**src/sv/assert_macros.svh**
```systemverilog
// Assertion macros shared by the downsampler RTL.
// No dependencies; included by files that carry concurrent assertions.
`ifndef ASSERT_MACROS_SVH
`define ASSERT_MACROS_SVH

// Check a property at every rising clock edge outside of reset.
`define ASSERT_AT(lbl, clk, rst_n, prop) \
	lbl: assert property (@(posedge clk) disable iff (!(rst_n)) (prop)) \
	else $error("assertion failed");

// Check that a condition never holds outside of reset.
`define ASSERT_NEVER(lbl, clk, rst_n, cond) \
	lbl: assert property (@(posedge clk) disable iff (!(rst_n)) !(cond)) \
	else $error("forbidden condition seen");

`endif

```
**src/sv/rmbd_pkg.sv**
```systemverilog
// Shared types and constants of the RGBA mipmap box downsampler.
// No dependencies; imported by every module of the block.
package rmbd_pkg;

	localparam int MAX_DIM_DEF    = 2048;
	localparam int MAX_LEVELS_DEF = 12;
	localparam int CFG_W          = 12;

	// register indexes on the configuration port
	localparam logic REG_WIDTH  = 1'b0;
	localparam logic REG_HEIGHT = 1'b1;

	// one RGBA8 pixel, red in lane 0 up to alpha in lane 3
	typedef logic [3:0][7:0] pix_t;

	// four 9-bit horizontal pair sums
	typedef logic [3:0][8:0] pair_t;

	typedef struct packed {
		logic [3:0]  level;
		logic [10:0] x;
		logic [10:0] y;
		pix_t        pix;
		logic        run_end;
	} res_t;

	typedef struct packed {
		logic full;
		logic empty;
	} fifo_stat_t;

	typedef enum logic [1:0] {
		B_IDLE,
		B_EMIT,
		B_READ
	} back_state_t;

endpackage

```
**src/sv/rmbd_front.sv**
```systemverilog
// Front part: accepts level-zero pixels into a two-entry queue.
// Depends on rmbd_pkg.
module rmbd_front import rmbd_pkg::*; (
	input  logic       clk,
	input  logic       arst_n,
	input  logic       in_valid,
	output logic       in_ready,
	input  pix_t       in_pix,
	output logic       q_valid,
	output pix_t       q_pix,
	input  logic       q_pop,
	output fifo_stat_t stat
);

	pix_t       buf_q [2];
	logic       wr_ptr_q;
	logic       rd_ptr_q;
	logic [1:0] cnt_q;
	logic       push;
	logic       pop;

	assign stat.full  = (cnt_q == 2'd2);
	assign stat.empty = (cnt_q == 2'd0);
	assign in_ready   = !stat.full;
	assign q_valid    = !stat.empty;
	assign q_pix      = buf_q[rd_ptr_q];
	assign push       = in_valid && in_ready;
	assign pop        = q_pop && q_valid;

	// store accepted beats
	always_ff @(posedge clk) begin
		if (push) begin
			buf_q[wr_ptr_q] <= in_pix;
		end
	end

	// advance pointers and fill count
	always_ff @(posedge clk or negedge arst_n) begin
		if (!arst_n) begin
			wr_ptr_q <= 1'b0;
			rd_ptr_q <= 1'b0;
			cnt_q    <= 2'd0;
		end else begin
			if (push) wr_ptr_q <= !wr_ptr_q;
			if (pop)  rd_ptr_q <= !rd_ptr_q;
			cnt_q <= cnt_q + 2'(push) - 2'(pop);
		end
	end

endmodule

```
**config.mk**
```make
export PLATFORM = sky130hd
export DESIGN_NAME = rmbd_front
export DESIGN_NICKNAME = d
export VERILOG_FILES = /design/src/sv/assert_macros.svh /design/src/sv/rmbd_pkg.sv /design/src/sv/rmbd_front.sv
export SDC_FILE = /design/constraint.sdc
export NUM_CORES = 1
export LEC_CHECK = 0
export BUFFER_PORTS_ARGS = -buffer_cell sky130_fd_sc_hd__buf_2
export CELL_PAD_IN_SITES_DETAIL_PLACEMENT = 1
export CELL_PAD_IN_SITES_GLOBAL_PLACEMENT = 2
export CORE_MARGIN = 5
export CORE_UTILIZATION = 40
export DETAILED_ROUTE_END_ITERATION = 7
export PLACE_DENSITY_LB_ADDON = 0.1
export SYNTH_ARGS = -nofsm -noshare
export SYNTH_HDL_FRONTEND = slang
export SYNTH_SLANG_ARGS = --single-unit
```
**constraint.sdc**
```tcl
create_clock -name clk -period 4.66 [get_ports clk]
set_input_delay 0.466 -clock clk [delete_from_list [all_inputs] [get_ports clk]]
set_output_delay 0.466 -clock clk [all_outputs]
set_load 0.05 [all_outputs]
```
# [Yosys cells after proc, flatten, opt, wreduce, memory -nomap -nowiden]
# Memories as Yosys holds them, arrays and structs flattened.
# Index checks and enable logic that the tools add are counted.
[classes] add_sub_neg=2 n_eq_ne=1 reduce_logical=7 n_mux=2
[op_table] cell="zero test 1 bit" n=4
[op_table] cell="adder 2 x 1 -> 2 bit" n=1
[op_table] cell="== test 2 bit, second input constant" n=1
[op_table] cell="logical AND 1 bit" n=2
[op_table] cell="zero test 2 bit" n=1
[op_table] cell="2-to-1 mux 1 bit" n=2
[op_table] cell="subtractor 2 x 1 -> 2 bit" n=1
[totals] elab_cells=16 ff_bits=4 out_inout_bits=36 ramBits=64 memories=1
[memory_table] name="buf_q" words=2 width=32 read_ports=1 rd_clocked_by_memory_dff=0 write_ports=1 line_no="rmbd_front.sv:15" source="pix_t buf_q [2];"

# [Longest topological paths before layout]
# Gate-level depths: netlist (run 1).
[depth] depth_word=5 ltp_mapped=7 depth_no_buf=7

# [Least setup slack after synthesis (run 1)]
# No wires, ideal clock.
[synth_path] path_kind="reg2reg" startpoint="register cnt_q[0]" endpoint="memory buf_q[0][0] in the netlist's numbering (enable)" path_stages_with_launch=4 path_buffers=0 t_arrival_ns=2.410 t_required_ns=4.239 slack_ns=1.828 cell_sequence="dfrtp_1 nand2b_1 nand2_1 nor2_1"
[synth_between] elab_chain_cells=5
[synth_rtl] item="from (decl)" line_no="rmbd_front.sv:18" source="logic [1:0] cnt_q;"
[synth_rtl] item="from (signal assigned)" line_no="rmbd_front.sv:46" source="cnt_q <= cnt_q + 2'(push) - 2'(pop);"
[synth_rtl] item="== test 2 bit" line_no="rmbd_front.sv:22" source="assign stat.full = (cnt_q == 2'd2);"
[synth_rtl] item="zero test 1 bit" line_no="rmbd_front.sv:24" source="assign in_ready = !stat.full;"
[synth_rtl] item="named net in_ready" line_no="rmbd_front.sv:7" source="output logic in_ready,"
[synth_rtl] item="logical AND 1 bit" line_no="rmbd_front.sv:27" source="assign push = in_valid && in_ready;"
[synth_rtl] item="2-to-1 mux 1 bit" line_no="rmbd_front.sv:32" source="if (push) begin"
[synth_rtl] item="2-to-1 mux 1 bit (implied by the code)" line_no="rmbd_front.sv:33" source="buf_q[wr_ptr_q] <= in_pix;"
[synth_rtl] item="to (decl)" line_no="rmbd_front.sv:15"
# The timed path passes the listed nets, and every way through them passes these cells.

==> results.py, run 1 <==
metrics = {
    "final_layout": {
        "drive_gt1_share_pct": 58.1,
        "multi_input_area_sq_um": 576,
        "synthToLayoutAreaGrowth_pct": 24.3,
        "nFillCells": 627,
        "fin_util_pct": 51.4,
        "n_antenna_cell": 0,
        "ff_latch_area_sq_um": 2020,
        "fin_nets": 236,
    },
    "job": {
        "maxCapViolCount": 0,
    },
    "worst_setup_path": {
        "path_class": "reg2out",
        "cp.required_ns": 4.19,
        "arrival_ns": 1.98,
        "rr_worst_depth": 3,
        "reg2reg_to": "buf_q[0][15]",
        "start_kind": "flop",
        "cp-end-kind": "output pin",
        "rr_startpoint": "cnt_q[1]",
        "r2r_slack_ns": 2.81,
        "startpoint": "rd_ptr_q",
        "cp_max_fo": 33,
    },
    "drt": {
        "drc_errors": 0,
        "final_antenna_net_count": 0,
        "drt_first_pass_iters": 4,
        "dr_total_vias": 1299,
        "dr.first_iter.drc_count": 41,
        "viasPerCell": 4.64,
        "routed_wl_microns": 4690,
        "wl_per_cell_microns": 16.7,
    },
    "synthesis": {
        "syn_area_per_cell_sq_um": 22.2,
        "async_flop_share_pct": 5.88,
        "yosysUniqueCellTypes": 16,
        "synth_cells": 119,
        "synth_enable_flop_cells": 64,
        "yosysWarnings": 0,
        "synthTopCellsByCount": "edfxtp_1 (64), mux2_4 (29), dfrtp_1 (4)",
        "yosysMostFrequentCell": "edfxtp_1",
        "syn_area_sq_um": 2640,
        "yosysTopAreaCell": "edfxtp_1",
        "synthFlopType": "edfxtp_1",
        "ys_ff_latch": 68,
        "synth_seq_area_share_pct": 76.6,
        "synth_top_area_share_pct": 72.8,
        "syn_nets": 157,
        "synth_area_leaders": "edfxtp_1 (73%), mux2_4 (17%), dfrtp_1 (3.8%), buf_6 (1.3%), mux2_1 (1.3%)",
    },
    "global_route": {
        "grt_max_degree": 34,
        "grt.total_usage_pct": 11.8,
        "grt_overflow": 0,
        "grt_pass1_wl_microns": 7530,
        "antenna_found_initial": 0,
        "grt_pass1_vias": 1532,
    },
    "power": {
        "netSwitchingPower_mw": 1.03,
        "pwr-share-comb_pct": 41.8,
        "ir_drop_mv": 0.474,
        "sw_frac_of_total_pct": 40.8,
        "seqPwrFrac_pct": 38.1,
        "clkPwrFrac_pct": 20.0,
        "leakage_nw": 1.34,
        "totalPowerFinal_mw": 2.52,
        "p_int_mw": 1.49,
        "powerDensity_nw_per_um2": 768,
    },
    "placed_design": {
        "io_buffer_count": 71,
        "dpl.hpwl_microns": 3230,
        "place_congestion": 0.648,
    },
    "floorplanning": {
        "die_w_microns": 91.2,
        "dieArea_sq_um": 8320,
        "die_h_microns": 91.2,
        "core_sq_um": 6390,
        "io_pins": 72,
        "rows": 29,
        "start_util_pct": 41.3,
    },
    "run_status": {
        "status": "complete, no violations",
    },
    "timing": {
        "setup_viol_count_final": 0,
        "min_period_over_period_pct": 52.5,
        "post-route-min-period_ns": 2.45,
        "fin_worst_skew_ns": 0.00500,
        "finalHoldViolCount": 0,
        "fmax_mhz": 409,
        "setup_tns_ns": 0,
        "relSlewSlack_pct": 31.3,
        "tightest_slew_ns": 1.03,
        "drv_slew": 0,
        "rsz0062_at_grt": "false",
    },
    "clock_tree": {
        "path_clk_slew_ns": 0.07,
        "cts_tree": "built",
        "cts_sinks": 68,
        "h-tree-depth": 3,
        "cts.path.max_buffers": 2,
        "root_buffer": "clkbuf_8",
        "clk-insertion-delay-late_ns": 0.33,
        "numCtsBuffers": 9,
    },
    "min_path": {
        "holdPathStages": 1,
        "hp-start": "in_pix[22]",
        "holdPathEnd": "buf_q[0][22]",
        "hp-class": "in2reg",
    },
}
## final cells by class
class	instances	share of cell area, %
sequential	68	61.7
multi-input combinational	44	17.6
timing repair buffer	72	11.1
clock buffer	11	4.01
tap	77	2.94
clock inverter	5	2.33
inverter	3	0.343
## critical path: stages, from the launching register on
cell and delay (ns):
dfrtp_2 1.05, mux2_1 0.38, buf_2 0.21
## metal layers
layer  GRT usage (%)  vias to the layer above  share of wire, %
met5               0                        -                 0
met4            5.38                        0               1.9
met3            4.46                        8               6.5
met2            21.0                       43                55
met1            12.2                      635                37
li1                -                      613                 -
## state kept, by name (all words and copies together) (netlist names)
signal and count:
buf_q 64, cnt_q 2, rd_ptr_q 1, wr_ptr_q 1
## how the worst max path moves through the flow
stage                     depth (start not counted)           to  slack, ns
final                                             2     q_pix[0]       2.21
after detailed placement                          2     q_pix[0]       2.54
after global placement                            2     q_pix[0]       2.55
after CTS                                         2     q_pix[0]       2.17
after floorplan                                   3  buf_q[0][0]       1.83
after global routing                              2     q_pix[1]       2.11
## stage by stage
step	std cells	hold WS (ns)	area (sq um)	setup slack (ns)
3_3_place_gp	263	0.277	3060	2.55
2_1_floorplan	119	0.170	2640	1.83
3_5_place_dp	263	0.285	3060	2.54
5_1_grt	280	0.301	3280	2.11
6_report	280	0.322	3280	2.21
4_1_cts	280	0.309	3280	2.17
## placed cells by master, fill, tap and decap left out
cell | netlist | layout
dfrtp_1 | 4 | 3
nand2_1 | 1 | 1
and2_4 | 1 | 1
mux2_4 | 29 | 29
and3_2 | 0 | 1
edfxtp_1 | 64 | 64
nor2_4 | 0 | 1
clkbuf_8 | 0 | 9
inv_1 | 3 | 3
clkbuf_1 | 0 | 2
ha_1 | 2 | 2
xnor2_1 | 3 | 3
mux2_1 | 3 | 3
dfrtp_2 | 0 | 1
bufinv_16 | 0 | 2
nand2b_1 | 1 | 1
clkinvlp_4 | 0 | 1
buf_2 | 1 | 71
clkinv_1 | 0 | 1
or2_4 | 1 | 1
clkinv_2 | 0 | 1
dlygate4sd3_1 | 0 | 1
xor2_1 | 1 | 1
## timing repair
action,CTS,global route
gates resized for setup,0,0
buffers inserted,0,0
endpoints found under the hold margin,4,0
hold buffers,1,0
## power groups by stage
stage	logic, mW	clock network (mW)	registers (mW)
after floorplan	0.960	0	0.884
after global placement	1.06	0	0.967
after detailed placement	1.07	0	0.980
after CTS	1.08	0.518	0.967
after global routing	1.11	0.547	0.982
final	1.05	0.504	0.961
## cell families (layout without fill, tap and decap cells)
logic type	Yosys count	count (layout)	share of synthesized area [%]
flip-flops	68	68	76.6
multiplexers	32	32	17.8
buffers and inverters	7	91	1.90
AND/OR/NAND/NOR	6	6	1.42
XOR/XNOR	4	4	1.33
adder cells (fa/ha/maj)	2	2	0.948
Note: power is estimated with default switching activity, not from simulation.
==> inputs of run 2 (changes only) <==
- CORE_UTILIZATION: 40 -> 34
- clock period: 4.66 -> 2.25 ns (I/O delays scaled with it)
==> run 2 against run 1 <==
Register-to-register slack worse by 2.3 ns. Clock power is 80% higher. Sequential share of layout area is 1.0 points lower. Critical path depth is 1 higher. Sequential cell count stayed put. First-iteration DRC count is 34% lower. Power is 110% higher. Largest cell class unchanged. Highest routed layer unchanged.
==> results.py, run 2 (same netlist as run 1, synthesis figures left out) <==
metrics = {
    "power": {
        "powerDensity_nw_per_um2": 1550,
        "ir_drop_mv": 0.854,
        "leakage_nw": 1.36,
    },
    "drt": {
        "final_antenna_net_count": 0,
        "dr.first_iter.drc_count": 27,
        "drt_first_pass_iters": 4,
        "dr_total_vias": 1303,
        "drc_errors": 0,
        "routed_wl_microns": 4850,
        "wl_per_cell_microns": 15.9,
        "viasPerCell": 4.26,
    },
    "placed_design": {
        "place_congestion": 0.649,
        "dpl.hpwl_microns": 3480,
        "io_buffer_count": 71,
    },
    "final_layout": {
        "ff_latch_area_sq_um": 2020,
        "synthToLayoutAreaGrowth_pct": 26.4,
        "top_regs": "buf_q x64, cnt_q x2",
        "fin_nets": 239,
        "nFillCells": 767,
        "drive_gt1_share_pct": 58.8,
        "final_cell_mix": "buf_2 (71), edfxtp_1 (64), mux2_4 (29), clkbuf_8 (9)",
        "largest_reg_flops": 64,
        "max_flop_register": "buf_q",
        "final_common_cell": "buf_2",
        "multi_input_area_sq_um": 576,
        "n_antenna_cell": 0,
    },
    "timing": {
        "finalHoldViolCount": 0,
        "relSlewSlack_pct": 70.4,
        "fmax_mhz": 495,
        "post-route-min-period_ns": 2.02,
        "rsz0062_at_grt": "false",
        "fin_worst_skew_ns": 0.00729,
        "setup_viol_count_final": 0,
        "drv_slew": 0,
        "whs_ns": 0.0789,
        "setup_tns_ns": 0,
        "tightest_slew_ns": 0.444,
        "min_period_over_period_pct": 89.7,
    },
    "worst_setup_path": {
        "cp.required_ns": 2.03,
        "start_kind": "flop",
        "path_delay_family": "flip-flops",
        "path_class": "reg2out",
        "slowest_delay_ns": 0.64,
        "critical-path-slowest-cell": "dfrtp_2",
        "path_cells": "buf_12, mux2_1, buf_2",
        "rr_worst_depth": 7,
        "arrival_ns": 1.79,
        "rr_startpoint": "cnt_q[1]",
        "reg2reg_to": "cnt_q[1]",
        "crit_buf_inv": 2,
        "r2r_slack_ns": 0.53,
        "cp_max_fo": 21,
        "cp-end-kind": "output pin",
    },
    "floorplanning": {
        "die_w_microns": 98.1,
        "start_util_pct": 34.5,
        "io_pins": 72,
        "dieArea_sq_um": 9620,
        "die_h_microns": 98.1,
        "rows": 32,
        "core_sq_um": 7650,
    },
    "clock_tree": {
        "clk-insertion-delay-late_ns": 0.33,
        "root_buffer": "clkbuf_8",
        "h-tree-depth": 3,
        "cts_sinks": 68,
        "cts_tree": "built",
        "numCtsBuffers": 9,
        "cts_resized": 0,
        "path_clk_slew_ns": 0.07,
        "cts_hold_buf": 1,
        "cts.path.max_buffers": 2,
        "post-cts-setup-buffer-count": 0,
    },
    "min_path": {
        "hp-class": "in2reg",
        "hp-start": "in_pix[26]",
        "holdPathStages": 1,
        "holdPathEnd": "buf_q[1][26]",
    },
    "run_status": {
        "status": "complete, no violations",
    },
    "global_route": {
        "grt_max_degree": 22,
        "antenna_found_initial": 0,
        "grt_pass1_wl_microns": 7470,
        "grt_overflow": 0,
        "grt.total_usage_pct": 10.4,
        "grt_pass1_vias": 1495,
    },
    "job": {
        "maxCapViolCount": 0,
    },
}
[run 2: cell types whose count changed in the layout (fill, tap and decap cells not counted), sizes merged]
cell      before  now
buf           71   74
bufinv         2    1
clkinvlp       1    0
[run 2: cell type report]
class                           instances  area share [%]
Clock buffer                           11            3.94
Clock inverter                          3            1.20
Inverter                                3           0.338
Multi-Input combinational cell         44            17.3
Sequential cell                        68            60.7
Tap cell                              102            3.83
Timing Repair Buffer                   75            12.8
[run 2: through the flow]
stage / worst slack [ns] / total power, mW / std cells / area (sq um) / util, %
2_1_floorplan: 0.103 / 3.82 / 119 / 2650 / -
3_3_place_gp: 0.578 / 4.29 / 291 / 3150 / 41.2
3_5_place_dp: 0.531 / 4.34 / 291 / 3150 / 41.2
4_1_cts: 0.187 / 5.26 / 306 / 3330 / 43.6
5_1_grt: 0.134 / 5.41 / 306 / 3330 / 43.6
6_report: 0.231 / 5.17 / 306 / 3330 / 43.6
[run 2: where the power goes]
| group | switching [mW] | total [mW] | internal, mW |
|---|---|---|---|
| Combinational | 1.58 | 2.37 | 0.790 |
| Clock | 0.411 | 0.908 | 0.497 |
| Sequential | 0.152 | 1.89 | 1.74 |
| Total | 2.14 | 5.17 | 3.02 |
[run 2: worst max-delay path by stage]
stage	start	end	cells past startpoint
final	rd_ptr_q	q_pix[31]	3
after global routing	rd_ptr_q	q_pix[1]	3
after CTS	rd_ptr_q	q_pix[1]	3
after detailed placement	cnt_q[1]	cnt_q[1]	7
after global placement	rd_ptr_q	q_pix[31]	3
after floorplan	cnt_q[0]	buf_q[1][0]	2
[run 2: per-layer routing]
layer / GRT usage, % / share of wire [%] / routed length, microns
met5: 0 / 0 / 0
met4: 6.07 / 1.4 / 70
met3: 3.00 / 5.5 / 266
met2: 17.6 / 52 / 2510
met1: 11.5 / 41 / 2010
==> inputs of run 3 (changes only) <==
- CORE_ASPECT_RATIO: not set -> 1.1
==> run 3 against run 2 <==
Setup slack improved by 0.084 ns. Critical endpoint is now q_pix[0]. First-iteration DRC count up 30%. Core utilization increased by 2.0 points. Clock-buffer cell count shrank 1. Critical path depth unchanged.
==> results.py, run 3 (same netlist as run 1, synthesis figures left out) <==
metrics = {
    "run_status": {
        "status": "complete, no violations",
    },
    "placed_design": {
        "place_congestion": 0.696,
        "place_ws_ns": 0.531,
        "dpl.hpwl_microns": 3530,
        "placed_cells": 295,
        "io_buffer_count": 71,
    },
    "floorplanning": {
        "io_pins": 72,
        "core_sq_um": 7510,
        "die_w_microns": 94.0,
        "dieArea_sq_um": 9620,
        "rows": 33,
        "start_util_pct": 35.1,
        "die_h_microns": 102,
    },
    "worst_setup_path": {
        "cp.required_ns": 2.03,
        "path_class": "reg2out",
        "rr_worst_depth": 7,
        "rr_startpoint": "cnt_q[1]",
        "r2r_slack_ns": 0.50,
        "cp_max_fo": 27,
        "reg2reg_to": "cnt_q[1]",
        "cp-end-kind": "output pin",
        "arrival_ns": 1.71,
        "start_kind": "flop",
    },
    "final_layout": {
        "synthToLayoutAreaGrowth_pct": 29.8,
        "fin_nets": 240,
        "top_regs": "buf_q x64, cnt_q x2",
        "final_common_cell": "buf_2",
        "largest_reg_flops": 64,
        "n_antenna_cell": 0,
        "instances_no_fill": 312,
        "fin_util_pct": 45.6,
        "final_cell_mix": "buf_2 (71), edfxtp_1 (64), mux2_4 (29), clkbuf_8 (9), bufinv_16 (4)",
        "max_flop_register": "buf_q",
        "drive_gt1_share_pct": 59.9,
    },
    "drt": {
        "routed_wl_microns": 4880,
        "final_antenna_net_count": 0,
        "wl_per_cell_microns": 15.6,
        "drt_first_pass_iters": 4,
        "drc_errors": 0,
        "dr.first_iter.drc_count": 35,
        "viasPerCell": 4.27,
        "dr_total_vias": 1332,
    },
    "power": {
        "powerDensity_nw_per_um2": 1620,
        "ir_drop_mv": 0.701,
        "leakage_nw": 1.40,
        "totalPowerFinal_mw": 5.55,
    },
    "timing": {
        "fmax_mhz": 517,
        "setup_viol_count_final": 0,
        "relSlewSlack_pct": 74.3,
        "fin_ws_ns": 0.315,
        "rsz0062_at_grt": "false",
        "post-route-min-period_ns": 1.93,
        "tightest_slew_ns": 0.386,
        "drv_slew": 0,
        "finalHoldViolCount": 0,
        "fin_worst_skew_ns": 0.00837,
        "min_period_over_period_pct": 86.0,
        "setup_tns_ns": 0,
    },
    "clock_tree": {
        "cts.path.max_buffers": 2,
        "root_buffer": "clkbuf_8",
        "cts_tree": "built",
        "cts_sinks": 68,
        "numCtsBuffers": 9,
        "h-tree-depth": 3,
        "clk-insertion-delay-late_ns": 0.33,
        "path_clk_slew_ns": 0.07,
    },
    "min_path": {
        "hp-class": "in2reg",
        "hp-start": "in_pix[29]",
        "holdPathStages": 1,
        "holdPathEnd": "buf_q[0][29]",
    },
    "global_route": {
        "grt_pass1_wl_microns": 7370,
        "grt_pass1_vias": 1510,
        "grt_overflow": 0,
        "antenna_found_initial": 0,
        "grt_max_degree": 28,
        "grt.total_usage_pct": 10.4,
    },
    "job": {
        "maxCapViolCount": 0,
    },
}
run 3: final cells by class:
type                       instances  area (sq um)
multi-input combinational         44           576
timing repair buffer              76           420
fill                             750          4090
clock buffer                      10           128
inverter                           3          11.3
sequential                        68          2020
clock inverter                     6           136
tap                              105           131
run 3: where the power goes:
group          switching, mW  total (mW)  internal [mW]  leakage (nW)
Combinational           1.61        2.39          0.783         0.630
Sequential             0.127        1.86           1.74         0.640
Clock                  0.441        1.29          0.850         0.127
run 3: critical path: stages (launching register included):
cell and delay [ns]:
dfrtp_2 0.52, buf_12 0.27, mux2_1 0.37, buf_2 0.22
run 3: per-stage QoR:
| step | hold WS, ns | cell area, sq um |
|---|---|---|
| 2_1_floorplan | -0.0706 | 2650 |
| 3_3_place_gp | 0.0318 | 3150 |
| 3_5_place_dp | 0.0345 | 3150 |
| 4_1_cts | 0.0565 | 3430 |
| 5_1_grt | 0.0545 | 3430 |
| 6_report | 0.0795 | 3430 |
run 3: timing repair:
item / in CTS / in global routing
hold buffers: 1 / 0
hold endpoints to repair: 4 / 0
buffers inserted: 0 / 0
resized for setup: 0 / 0
run 3: routing by layer:
metal	global-route usage, %	wire (microns)	vias to the layer above
met2	19.8	2690	43
met5	0	0	-
li1	-	-	624
met4	4.33	65	0
met3	4.42	351	8
met1	9.79	1770	657
run 3: worst max path at each step:
stage                   from          end  depth (start not counted)
floorplan           cnt_q[0]  buf_q[1][0]                          2
global placement    cnt_q[1]     cnt_q[1]                          7
detailed placement  cnt_q[1]     cnt_q[1]                          7
CTS                 rd_ptr_q     q_pix[0]                          3
global route        rd_ptr_q     q_pix[0]                          3
finish              rd_ptr_q     q_pix[0]                          3
